$ cat src/hdl/dgcc_pkg.sv
// Shared constants, operation codes and handshake structs for the graph cycle checker.
package dgcc_pkg;

  // Capacities
  localparam int MAX_VERTS = 1024;
  localparam int MAX_EDGES = 4096;

  // Derived widths
  localparam int VW     = $clog2(MAX_VERTS);   // vertex index
  localparam int EW     = $clog2(MAX_EDGES);   // edge slot index
  localparam int PW     = EW + 1;              // edge pointer, 0 = null
  localparam int CW     = VW + 1;              // vertex count / stack depth
  localparam int VCNT_W = 11;                  // vertex_count register
  localparam int CMD_W  = 2;
  localparam int COL_W  = 2;

  // Input commands
  localparam logic [CMD_W-1:0] CMD_ADD   = 2'd0;
  localparam logic [CMD_W-1:0] CMD_CHECK = 2'd1;
  localparam logic [CMD_W-1:0] CMD_CLEAR = 2'd2;

  // Vertex colors
  localparam logic [COL_W-1:0] COL_WHITE = 2'd0;
  localparam logic [COL_W-1:0] COL_GRAY  = 2'd1;
  localparam logic [COL_W-1:0] COL_BLACK = 2'd2;

  // Datapath operations
  localparam int OP_W = 5;
  localparam logic [OP_W-1:0] OP_NONE        = 5'd0;
  localparam logic [OP_W-1:0] OP_ADD_REQ     = 5'd1;
  localparam logic [OP_W-1:0] OP_ADD_REJ     = 5'd2;
  localparam logic [OP_W-1:0] OP_ADD_WR      = 5'd3;
  localparam logic [OP_W-1:0] OP_CLR_START   = 5'd4;
  localparam logic [OP_W-1:0] OP_SWEEP_HEAD  = 5'd5;
  localparam logic [OP_W-1:0] OP_CHK_START   = 5'd6;
  localparam logic [OP_W-1:0] OP_SWEEP_COLOR = 5'd7;
  localparam logic [OP_W-1:0] OP_ROOT_RD     = 5'd8;
  localparam logic [OP_W-1:0] OP_ROOT_NEXT   = 5'd9;
  localparam logic [OP_W-1:0] OP_ROOT_PUSH   = 5'd10;
  localparam logic [OP_W-1:0] OP_TOP_HEAD    = 5'd11;
  localparam logic [OP_W-1:0] OP_POP         = 5'd12;
  localparam logic [OP_W-1:0] OP_POP_RD      = 5'd13;
  localparam logic [OP_W-1:0] OP_EDGE_RD     = 5'd14;
  localparam logic [OP_W-1:0] OP_EDGE        = 5'd15;
  localparam logic [OP_W-1:0] OP_PUSH        = 5'd16;
  localparam logic [OP_W-1:0] OP_OUT_ACYC    = 5'd17;
  localparam logic [OP_W-1:0] OP_OUT_CYC     = 5'd18;

  // Controller to datapath
  typedef struct packed {
    logic [OP_W-1:0] op;
  } dgcc_cmd_t;

  // Datapath to controller
  typedef struct packed {
    logic             add_reject;
    logic             sweep_last;
    logic             root_end;
    logic [COL_W-1:0] color;
    logic             cur_null;
    logic             depth_one;
    logic             depth_full;
    logic             out_busy;
  } dgcc_status_t;

endpackage

$ cat src/hdl/dgcc_ctrl.sv
// Controller: sequences edge loads, clearing sweeps and the depth-first search.
module dgcc_ctrl
  import dgcc_pkg::*;
(
  input  logic             clk,
  input  logic             rst,
  input  logic             in_valid,
  output logic             in_stall,
  input  logic [CMD_W-1:0] command,
  input  dgcc_status_t     status,
  output dgcc_cmd_t        cmd
);

  localparam logic [3:0] ST_CLR       = 4'd0;
  localparam logic [3:0] ST_IDLE      = 4'd1;
  localparam logic [3:0] ST_ADD       = 4'd2;
  localparam logic [3:0] ST_CCLR      = 4'd3;
  localparam logic [3:0] ST_ROOT      = 4'd4;
  localparam logic [3:0] ST_RCOL      = 4'd5;
  localparam logic [3:0] ST_RHEAD     = 4'd6;
  localparam logic [3:0] ST_STEP      = 4'd7;
  localparam logic [3:0] ST_EDGE      = 4'd8;
  localparam logic [3:0] ST_ECOL      = 4'd9;
  localparam logic [3:0] ST_PHEAD     = 4'd10;
  localparam logic [3:0] ST_POPRD     = 4'd11;
  localparam logic [3:0] ST_DONE_ACYC = 4'd12;
  localparam logic [3:0] ST_DONE_CYC  = 4'd13;

  logic [3:0] state, state_next;

  assign in_stall = (state != ST_IDLE);

  // Next state and datapath operation
  always_comb begin
    state_next = state;
    cmd.op     = OP_NONE;
    case (state)
      ST_CLR: begin
        cmd.op = OP_SWEEP_HEAD;
        if (status.sweep_last) begin
          state_next = ST_IDLE;
        end
      end
      ST_IDLE: begin
        if (in_valid) begin
          case (command)
            CMD_ADD: begin
              if (status.add_reject) begin
                cmd.op = OP_ADD_REJ;
              end else begin
                cmd.op     = OP_ADD_REQ;
                state_next = ST_ADD;
              end
            end
            CMD_CHECK: begin
              cmd.op     = OP_CHK_START;
              state_next = ST_CCLR;
            end
            CMD_CLEAR: begin
              cmd.op     = OP_CLR_START;
              state_next = ST_CLR;
            end
            default: begin
            end
          endcase
        end
      end
      ST_ADD: begin
        cmd.op     = OP_ADD_WR;
        state_next = ST_IDLE;
      end
      ST_CCLR: begin
        cmd.op = OP_SWEEP_COLOR;
        if (status.sweep_last) begin
          state_next = ST_ROOT;
        end
      end
      ST_ROOT: begin
        if (status.root_end) begin
          state_next = ST_DONE_ACYC;
        end else begin
          cmd.op     = OP_ROOT_RD;
          state_next = ST_RCOL;
        end
      end
      ST_RCOL: begin
        if (status.color != COL_WHITE) begin
          cmd.op     = OP_ROOT_NEXT;
          state_next = ST_ROOT;
        end else begin
          cmd.op     = OP_ROOT_PUSH;
          state_next = ST_RHEAD;
        end
      end
      ST_RHEAD, ST_PHEAD: begin
        cmd.op     = OP_TOP_HEAD;
        state_next = ST_STEP;
      end
      ST_STEP: begin
        if (status.cur_null) begin
          cmd.op     = OP_POP;
          state_next = status.depth_one ? ST_ROOT : ST_POPRD;
        end else begin
          cmd.op     = OP_EDGE_RD;
          state_next = ST_EDGE;
        end
      end
      ST_EDGE: begin
        cmd.op     = OP_EDGE;
        state_next = ST_ECOL;
      end
      ST_ECOL: begin
        if (status.color == COL_GRAY) begin
          state_next = ST_DONE_CYC;
        end else if (status.color == COL_WHITE && !status.depth_full) begin
          cmd.op     = OP_PUSH;
          state_next = ST_PHEAD;
        end else begin
          state_next = ST_STEP;
        end
      end
      ST_POPRD: begin
        cmd.op     = OP_POP_RD;
        state_next = ST_STEP;
      end
      ST_DONE_ACYC: begin
        if (!status.out_busy) begin
          cmd.op     = OP_OUT_ACYC;
          state_next = ST_IDLE;
        end
      end
      ST_DONE_CYC: begin
        if (!status.out_busy) begin
          cmd.op     = OP_OUT_CYC;
          state_next = ST_IDLE;
        end
      end
      default: begin
        state_next = ST_IDLE;
      end
    endcase
  end

  // State register; reset starts with the list-head clearing sweep
  always_ff @(posedge clk) begin
    if (rst) begin
      state <= ST_CLR;
    end else begin
      state <= state_next;
    end
  end

endmodule

$ cat config.mk
export PLATFORM = sky130hd
export DESIGN_NAME = dgcc_ctrl
export DESIGN_NICKNAME = d
export VERILOG_FILES = /design/src/hdl/dgcc_pkg.sv /design/src/hdl/dgcc_ctrl.sv
export SDC_FILE = /design/constraint.sdc
export NUM_CORES = 1
export LEC_CHECK = 0
export BUFFER_PORTS_ARGS = -buffer_cell sky130_fd_sc_hd__buf_2
export CAP_MARGIN = 25
export CORE_AREA = 2 2 39 41
export DETAILED_ROUTE_END_ITERATION = 10
export DIE_AREA = 0 0 41 43
export PLACE_DENSITY = 0.78
export SYNTH_ARGS = -nofsm -noshare
export SYNTH_HDL_FRONTEND = slang
export SYNTH_SLANG_ARGS = --single-unit
$ cat constraint.sdc
create_clock -name clk -period 3.75 [get_ports clk]
set_clock_uncertainty 0.15 [all_clocks]
set_input_delay 0.5625 -clock clk [delete_from_list [all_inputs] [get_ports clk]]
set_output_delay 0.5625 -clock clk [all_outputs]
set_load 0.1 [all_outputs]
== Word-level counts from Yosys, hierarchy flattened ==
Index checks and enable logic that the tools add are counted.
W data, S select, Z words.

* Output and inout bits: 6
* Register bits: 4
* Input port bits: 14
* Word-level logic and storage cells: 58

* Equal/unequal tests: 23
* Muxes and demuxes: 24
* Reduce and logical (&&, ||, !) cells: 10

{| class="wikitable"
|+ Operator list
! kind !! count
|-
| $pmux W5 S13 || 1
|-
| $mux W4 || 11
|-
| $pmux W4 S10 || 1
|-
| $eq A4 B4 Y1 const B || 6
|-
| $mux W5 || 4
|-
| $eq A4 B3 Y1 const B || 4
|-
| $pmux W4 S3 || 1
|-
| $pmux W3 S3 || 1
|-
| $eq A4 B2 Y1 const B || 2
|-
| $mux W2 || 4
|-
| $ne A2 B2 Y1 const B || 4
|-
| $reduce_and A6 Y1 || 1
|-
| $eq A2 B1 Y1 const B || 2
|-
| $eq A4 B1 Y1 const B || 1
|-
| $logic_not A2 Y1 || 2
|-
| $logic_not A4 Y1 || 1
|-
| $ne A4 B1 Y1 const B || 1
|-
| $ne A4 B2 Y1 const B || 1
|-
| $reduce_or A2 Y1 || 2
|-
| $mux W3 || 1
|-
| $ne A3 B3 Y1 const B || 1
|-
| $reduce_or A3 Y1 || 1
|-
| $eq A2 B2 Y1 const B || 1
|-
| $reduce_bool A2 Y1 || 1
|-
| 2 further kinds || 2
|}

== Depth between registers and ports, before layout ==
Gate-level depths: netlist of the first run.

* Word-level depth: 5
* Mapped depth: 7
* Mapped depth without buffers: 7

== Worst setup path before layout of the first run ==
OpenSTA, ideal clock, no wires.

* Kind: in2out
* From: input port command[0]
* To: output port cmd[1] (netlist bit)
* Path buffers: 0
* Path slack: -344 ps
* Data arrival time: 3,381 ps
* Cell stages on the path: 6
* Data required time: 3,037 ps
* Cells stage by stage: inv_1 -> ha_1 -> a31oi_1 -> nor3b_1 -> a21oi_1 -> o31ai_1

{| class="wikitable"
|+ RTL lines
! item !! line !! source
|-
| from (decl) || dgcc_ctrl.sv:9 || <nowiki>input logic [CMD_W-1:0] command,</nowiki>
|-
| to (decl) || dgcc_ctrl.sv:11 || <nowiki>output dgcc_cmd_t cmd</nowiki>
|}

==> results of run 1 <==
[cell type report]
class,count,area [um^2],share of cell area (%)
multi-input cells,84,538,69.1
well taps,16,20.0,2.57
inverters,6,22.5,2.89
clock buffers,3,22.5,2.89
flip-flops and latches,4,80.1,10.3
repair buffers,19,95.1,12.2
[through the flow]
step,utilization (%),instances,area [um^2]
4_1_cts,56.2,132,778
5_1_grt,56.2,132,778
3_5_place_dp,54.6,129,756
6_report,56.2,132,778
2_1_floorplan,-,100,673
3_3_place_gp,54.6,129,756
[how the worst max path moves through the flow]
| stage | from | to | slack [ns] | depth (start not counted) |
|---|---|---|---|---|
| global placement | command[0] | cmd[1] | 1.09 | 8 |
| detailed placement | command[0] | cmd[1] | 1.01 | 8 |
| floorplan | command[0] | cmd[1] | 0.52 | 6 |
| global route | state[3]$_SDFFE_PP0P_ | cmd[1] | 0.86 | 6 |
| CTS | command[0] | cmd[1] | 1.00 | 8 |
| finish | state[2]$_SDFFE_PP0P_ | cmd[0] | 0.96 | 5 |
[cells in the final DEF (no fill, tap or decap), types with 2 or more instances in the layout]
| cell type | count |
|---|---|
| clkbuf_4 | 3 |
| a22oi_1 | 3 |
| nor2b_1 | 7 |
| nor3_1 | 5 |
| nand3_1 | 3 |
| buf_2 | 19 |
| a32oi_1 | 3 |
| nand2b_1 | 5 |
| ha_1 | 4 |
| o211ai_1 | 2 |
| o21ai_0 | 7 |
| nor2_1 | 8 |
| dfxtp_1 | 4 |
| inv_1 | 6 |
| a21oi_1 | 10 |
| a31oi_1 | 3 |
| nand2_1 | 7 |
[per-layer routing]
metal | part of all wire (%) | track usage, %
met5 | 0 | 0
met4 | 2.1 | 12.7
met3 | 6.3 | 0.524
met2 | 50 | 37.5
met1 | 42 | 30.7
[where the power goes]
group	switching, mW	internal (mW)	leakage (nW)
logic	0.0559	0.0230	0.292
clock network	0.0161	0.0357	0.0138
registers	0.00429	0.0441	0.0326
[cells by family (layout without fill, tap and decap cells)]
logic type,count (synthesis),in the layout,share of synthesized area (%)
AND/OR/NAND/NOR,44,44,36.9
flip-flops,4,4,12.0
adder cells (fa/ha/maj),4,4,7.49
AO/OA/AOI/OAI,36,36,35.4
buffers and inverters,12,28,8.24
[worst reg2reg max path: cells and delay by family, from the launching register on]
| kind | cells | cell delay, ns |
|---|---|---|
| and+or+nand+nor | 4 | 0.95 |
| DFF | 1 | 0.63 |
| AOI/OAI and AO/OA | 1 | 0.22 |
==> metrics.txt, run 1 <==
status complete, no violations; # IOs 20; WL per Instance 13.8 um; post-CTS setup buffers 0; cell taking the most area after synthesis dfxtp_1; grt total ovfl 0; hold depth 2; drt drc 0; Yosys cell types 34; Largest regs state (4); Syn Area/Cell 6.68 um^2; Starting Density 48.3%; R2R setup slack 1.70 ns; HP Start rst; area grow syn2layout 16.5%; r2r endpoint state[0]$_SDFFE_PP0P_; Largest register FFs 4; #FFs+latches synth 4; CTS H-tree depth 1; dominant synthesized flop cell dfxtp_1; Worst-Margin Slew 0.671 ns; Global Route Usage Sum 23.7%; post-DR vias/cell 6.33; # diodes 0; Post-synth EDFFs 0; CP Launch Type flop; Post-DRT Antenna Nets 0; fraction of registers with async set/reset 0%; Post-CTS Resized 0; Filler cells 143; count of final hold-check violations 0; unrepaired setup endpoints after global routing false; cell area after synthesis 668 um^2; critical path class flop to primary output; Hold Path End state[0]$_SDFFE_PP0P_; DRC marker count from the first detailed-route iteration 37; final slew viol count 0; Final WS setup 0.960 ns; top-count cell post-synth a21oi_1; core area 1380 um^2; Tcrit/Tclk final 74.4%; chip width 41 um; Total Power 179 uW; Root Buffer Master clkbuf_4; Slew headroom 55.2%; fin crit period 2.79 ns; Post-synth top cells 10 x a21oi_1, 8 x nor2_1, 8 x o21ai_0, 7 x nand2_1, 7 x nor2b_1; WP buf/inv 1; Ys Warns 0; Area contributors post-synth dfxtp_1 12%, a21oi_1 7.5%, ha_1 7.5%; Post-DP HPWL 1360 um; Reg2Reg Depth 5; R2R Path Start state[1]$_SDFFE_PP0P_; clock edge transition at the registers on the reported setup and hold paths 0.03 ns; worst hold slack 0.396 ns; CTS Hold Buffers Added 0; Initial DRT Pass Iterations 4; max-cap violations 0; first-pass GRT wire length 2990 um; sequential area share after synthesis 12.0%; register name with the most flops state; crit-path cells nand2b_1 > o21ai_0 > nand2_1 > nand3_1 > buf_2; Worst Path Arrival 2.08 ns; Place WS 1.01 ns; CP top delay family flip-flops; Pwr Density 230 nW/um^2; row cnt 14; cells after synthesis 100; Nets 136; Die H 43 um; TritonCTS Buffers 3; Die ar. 1760 um^2; TritonCTS clock tree done; Hold Path Class primary input to flop; Placer Congestion 0.875; vias 836; final WL 1830 um; Worst path slowest cell dfxtp_1; Final setup viols 0; f_max 0.358 GHz; vias in the first global route 739; Syn Nets 118; share of the synthesized area in the top cell type 12.0%; CTS sink cnt 4; Pleak 0.338 nW; CTS max path bufs 2; initial antenna violation count 0; Clk Latency, worst-skew pair 0.23 ns; share of cells above drive strength 1 23.3%; total negative slack 0 ns; PortBufs 19; CP Capture Type primary output; Worst Path Required 3.04 ns; Max IR drop VDD 0.115 mV; largest net degree at the start of global routing 23; CP Max Fanout 22; Crit path largest cell delay 0.74 ns
Note: power is estimated with default switching activity, not from simulation.
==> inputs of run 2 (changes only) <==
--- a/config.mk
+++ b/config.mk
@@ -5,12 +5,12 @@
 export SDC_FILE = /design/constraint.sdc
 export NUM_CORES = 1
 export LEC_CHECK = 0
+export ABC_AREA = 1
 export BUFFER_PORTS_ARGS = -buffer_cell sky130_fd_sc_hd__buf_2
 export CAP_MARGIN = 25
-export CORE_AREA = 2 2 39 41
+export CORE_UTILIZATION = 45
 export DETAILED_ROUTE_END_ITERATION = 10
-export DIE_AREA = 0 0 41 43
-export PLACE_DENSITY = 0.78
+export PLACE_DENSITY = 0.74
 export SYNTH_ARGS = -nofsm -noshare
 export SYNTH_HDL_FRONTEND = slang
 export SYNTH_SLANG_ARGS = --single-unit
==> constraint.sdc (replaced) <==
create_clock -name clk -period 2.49 [get_ports clk]
set_clock_uncertainty 0.15 [all_clocks]
set_input_delay 0.3735 -clock clk [delete_from_list [all_inputs] [get_ports clk]]
set_output_delay 0.3735 -clock clk [all_outputs]
set_load 0.1 [all_outputs]
==> metrics.txt, run 2 <==
Die H 40.7 um; Area contributors post-synth nand2_1 18%, dfxtp_1 12%, inv_1 10%; initial antenna violation count 0; vias 830; Slew headroom 67.8%; CP Capture Point cmd[3]; Reg2Reg Depth 9; commonest non-fill, non-tap cell in the layout nand2_1; crit path from state[2]$_SDFFE_PP0P_; register name with the most flops state; Placer Congestion 0.860; row cnt 13; unrepaired setup endpoints after global routing false; CTS H-tree depth 1; Ys Warns 0; final slew viol count 0; dominant synthesized flop cell dfxtp_1; Die ar. 1660 um^2; # diodes 0; Worst-Margin Slew 0.486 ns; Post-synth EDFFs 0; Filler cells 143; R2R Path Start state[1]$_SDFFE_PP0P_; Syn Area/Cell 5.48 um^2; Syn Nets 141; chip width 40.7 um; CTS Hold Buffers Added 0; share of the synthesized area in the top cell type 18.4%; Crit path largest cell delay 0.45 ns; Post-DP HPWL 1400 um; count of final hold-check violations 0; WL per Instance 10.5 um; max-cap violations 0; WP buf/inv 2; critical path class flop to primary output; PortBufs 19; Final setup viols 0; Largest register FFs 4; CP Capture Type primary output; crit-path cells inv_2 > nor2_2 > nand2_1 > o21ai_2 > nor2_1 > o21ai_1 > buf_2; register cell area after layout 80.1 um^2; largest net degree at the start of global routing 9; CP top delay family buffers and inverters; Worst Path Arrival 1.77 ns; Root Buffer Master clkbuf_4; Nets 164; Worst Path Required 1.97 ns; Final WS setup 0.193 ns; post-CTS setup buffers 0; drt drc 0; area grow syn2layout 19.9%; CTS max path bufs 2; f_max 0.435 GHz; Yosys cell types 24; R2R setup slack 0.99 ns; top-count cell post-synth nand2_1; share of cells above drive strength 1 27.8%; Clk Latency, worst-skew pair 0.23 ns; Max IR drop VDD 0.430 mV; fin area 808 um^2; Global Route Usage Sum 23.6%; Place WS 0.306 ns; clock edge transition at the registers on the reported setup and hold paths 0.03 ns; Crit path depth 7; Pleak 0.451 nW; cell taking the most area after synthesis nand2_1; Hold Path Class primary input to flop; total negative slack 0 ns; CP Launch Type flop; # IOs 20; Starting Density 50.0%; final WL 1670 um; CP Max Fanout 5; DRC marker count from the first detailed-route iteration 17; Initial DRT Pass Iterations 4; Tcrit/Tclk final 92.3%; most frequent cells in the layout 33 x nand2_1, 19 x buf_2, 18 x inv_1, 17 x nor2_1, 9 x nand3_1; Post-CTS Resized 0; fin crit period 2.30 ns; grt total ovfl 0; TritonCTS Buffers 3; cell area after synthesis 674 um^2; vias in the first global route 696; #FFs+latches synth 4; cells after synthesis 123; footprint of the multi-input gates 509 um^2; Placed Area 786 um^2; r2r endpoint state[0]$_SDFFE_PP0P_; TritonCTS clock tree done; Worst path slowest cell dfxtp_1; Pwr Density 607 nW/um^2; post-DR vias/cell 5.22; fraction of registers with async set/reset 0%; status complete, no violations; first-pass GRT wire length 2700 um; CTS sink cnt 4; core area 1350 um^2; Largest regs state (4); Post-DRT Antenna Nets 0; sequential area share after synthesis 11.9%; Post-synth top cells 33 x nand2_1, 18 x inv_1, 17 x nor2_1, 9 x nand3_1, 5 x nand2_2
[run 2: changes by cell type after synthesis, sizes merged, moves of 3 or more]
cell,previous run,this run
nor2,8,23
a21oi,11,3
nand3,3,9
inv,6,22
clkbuf,3,0
nand2,7,38
a32oi,3,0
nor2b,7,0
nand4,0,3
nand2b,5,0
a22oi,3,0
a31oi,3,0
o21ai,8,4
[run 2: metrics by stage]
stage / hold WS, ns / utilization [%] / total power [mW] / instances
finish: 0.202 / 59.9 / 0.491 / 159
global placement: 0.425 / 58.2 / 0.410 / 156
floorplan: 0.286 / - / 0.357 / 123
global route: 0.200 / 59.9 / 0.523 / 159
CTS: 0.195 / 59.9 / 0.493 / 159
detailed placement: 0.430 / 58.2 / 0.414 / 156
[run 2: layout make-up]
class	count	share of cell area, %
Clock buffer	3	2.79
Inverter	22	10.2
Multi-Input combinational cell	96	63.0
Sequential cell	4	9.91
Tap cell	15	2.32
Timing Repair Buffer	19	11.8
[run 2: how the worst min path moves through the flow]
stage	start	slack (ns)	to	cells past startpoint
2_1_floorplan	rst	0.29	state[2]$_SDFFE_PP0P_	1
3_3_place_gp	state[0]$_SDFFE_PP0P_	0.43	state[0]$_SDFFE_PP0P_	2
3_5_place_dp	rst	0.43	state[2]$_SDFFE_PP0P_	2
4_1_cts	rst	0.20	state[2]$_SDFFE_PP0P_	2
5_1_grt	rst	0.20	state[2]$_SDFFE_PP0P_	2
6_report	rst	0.20	state[2]$_SDFFE_PP0P_	2
[run 2: kinds of logic (layout without fill, tap and decap cells)]
kind of cell / Yosys count / after routing / synth area share (%)
AOI/OAI and AO/OA: 13 / 13 / 13.2
DFF: 4 / 4 / 11.9
buffers and inverters: 23 / 44 / 13.4
adders and majority gates: 4 / 4 / 7.42
and+or+nand+nor: 79 / 79 / 54.2
[run 2: power breakdown]
group          internal [mW]  leakage, nW  switching [mW]
logic                 0.0700        0.405           0.260
clock network         0.0536       0.0138          0.0220
registers             0.0720       0.0326          0.0129
total                  0.196        0.451           0.295
[run 2: worst reg2reg max path, stage by stage, from the launching register on]
cell and delay, ns:
dfxtp_1 0.46, inv_1 0.09, nand2_2 0.15, nor2_4 0.07, nand2_1 0.06, nand2_1 0.07
nor2_2 0.14, nand2_1 0.06, nor2_1 0.09, nor2_1 0.05
[run 2: metal layers]
metal / up-vias / wire, um / global-route usage (%)
li1: 434 / - / -
met1: 366 / 753 / 30.8
met2: 30 / 798 / 42.5
met3: 0 / 114 / 1.63
met4: 0 / 0 / 4.17
met5: - / 0 / 0
==> inputs of run 3 (changes only) <==
--- a/config.mk
+++ b/config.mk
@@ -8,6 +8,7 @@
 export ABC_AREA = 1
 export BUFFER_PORTS_ARGS = -buffer_cell sky130_fd_sc_hd__buf_2
 export CAP_MARGIN = 25
+export CORE_MARGIN = 1.5
 export CORE_UTILIZATION = 45
 export DETAILED_ROUTE_END_ITERATION = 10
 export PLACE_DENSITY = 0.74
==> metrics.txt, run 3 (synthesis results as in run 2) <==
first-pass GRT wire length 2860 um; commonest non-fill, non-tap cell in the layout nand2_1; Post-DP HPWL 1450 um; CP Capture Type primary output; CTS Hold Buffers Added 0; final WL 1670 um; TritonCTS Buffers 3; clock edge transition at the registers on the reported setup and hold paths 0.03 ns; Slew headroom 67.9%; met1 wire length 791 um; unrepaired setup endpoints after global routing false; fin crit period 2.27 ns; WL per Instance 10.5 um; area grow syn2layout 19.9%; Max IR drop VDD 0.536 mV; Starting Density 50.0%; chip width 41.7 um; most frequent cells in the layout 33 x nand2_1, 19 x buf_2, 18 x inv_1, 17 x nor2_1, 9 x nand3_1; f_max 0.440 GHz; met2 wire length 791 um; vias in the first global route 742; Met3 Wirelength 85 um; Final Non-Filler Cells 159; post-CTS setup buffers 0; CP Max Fanout 5; Placer Congestion 0.880; Pleak 0.451 nW; CTS H-tree depth 1; Die H 41.7 um; uppermost layer routed met3; row cnt 13; count of final hold-check violations 0; Worst Path Arrival 1.75 ns; post-DR vias/cell 5.09; core area 1350 um^2; crit-path cells inv_2 > nor2_2 > nand2_1 > o21ai_2 > nor2_1 > o21ai_1 > buf_2; Global Route Usage Sum 20.6%; status complete, no violations; Initial DRT Pass Iterations 4; Root Buffer Master clkbuf_4; share of cells above drive strength 1 27.8%; # diodes 0; DP Cell Count 156; register name with the most flops state; largest net degree at the start of global routing 9; Crit path largest cell delay 0.44 ns; Tcrit/Tclk final 91.3%; Final setup viols 0; CTS sink cnt 4; Nets 164; Largest register FFs 4; Final Util 59.9%; Worst path slowest cell dfxtp_1; max-cap violations 0; CTS max path bufs 2; Post-CTS Resized 0; Hold Path Class primary input to flop; Largest regs state (4); # IOs 20; Filler cells 136; Clk Latency, worst-skew pair 0.22 ns; initial antenna violation count 0; critical path class flop to primary output; grt total ovfl 0; vias 810; Die ar. 1740 um^2; PortBufs 19; CP Launch Type flop; TritonCTS clock tree done; Post-DRT Antenna Nets 0; Worst Path Required 1.97 ns; DRC marker count from the first detailed-route iteration 17; Pwr Density 604 nW/um^2; Worst-Margin Slew 0.485 ns; drt drc 0; final slew viol count 0
==> run 3: cell counts in the layout (fill, tap and decap cells not counted) <==
Identical to the previous run, type by type.
==> run 3: area by class of cell <==
class / instances / area, um^2 / area share [%]
well taps: 15 / 18.8 / 2.32
clock buffers: 3 / 22.5 / 2.79
flip-flops and latches: 4 / 80.1 / 9.91
repair buffers: 19 / 95.1 / 11.8
multi-input cells: 96 / 509 / 63.0
inverters: 22 / 82.6 / 10.2
==> run 3: path summary, 6_finish.rpt <==
path	cells after the start	to	slack [ns]	from
worst min register to register	2	state[0]$_SDFFE_PP0P_	0.45	state[0]$_SDFFE_PP0P_
worst min-delay path	2	state[2]$_SDFFE_PP0P_	0.19	rst
worst max-delay path	7	cmd[3]	0.22	state[2]$_SDFFE_PP0P_
worst max register to register	9	state[0]$_SDFFE_PP0P_	0.99	state[1]$_SDFFE_PP0P_
==> run 3: per-stage QoR <==
stage                     area, um^2  power (mW)  TNS (ns)  hold WS, ns  setup WS (ns)
after floorplan                  679       0.357    -0.653        0.286         -0.653
after global placement           786       0.410         0        0.425          0.405
after detailed placement         786       0.413         0        0.428          0.359
after CTS                        808       0.491         0        0.188          0.210
after global routing             808       0.524         0        0.192         0.0949
final                            808       0.488         0        0.193          0.215
==> run 3: critical path: cells and delay by family (launching register included) <==
family | cells | cell delay, ns
buffers and inverters | 2 | 0.52
AND/OR/NAND/NOR | 3 | 0.34
AO/OA/AOI/OAI | 2 | 0.21
flip-flops | 1 | 0.44
==> run 3: power breakdown <==
group / total (mW) / internal, mW / switching (mW)
Clock: 0.0745 / 0.0535 / 0.0210
Combinational: 0.329 / 0.0699 / 0.259
Sequential: 0.0848 / 0.0720 / 0.0128
==> run 3: routing by layer <==
layer | up-vias | track usage [%]
met5 | - | 0
met4 | 0 | 9.03
met3 | 0 | 5.22
met2 | 32 | 32.8
met1 | 343 | 26.1
li1 | 435 | -
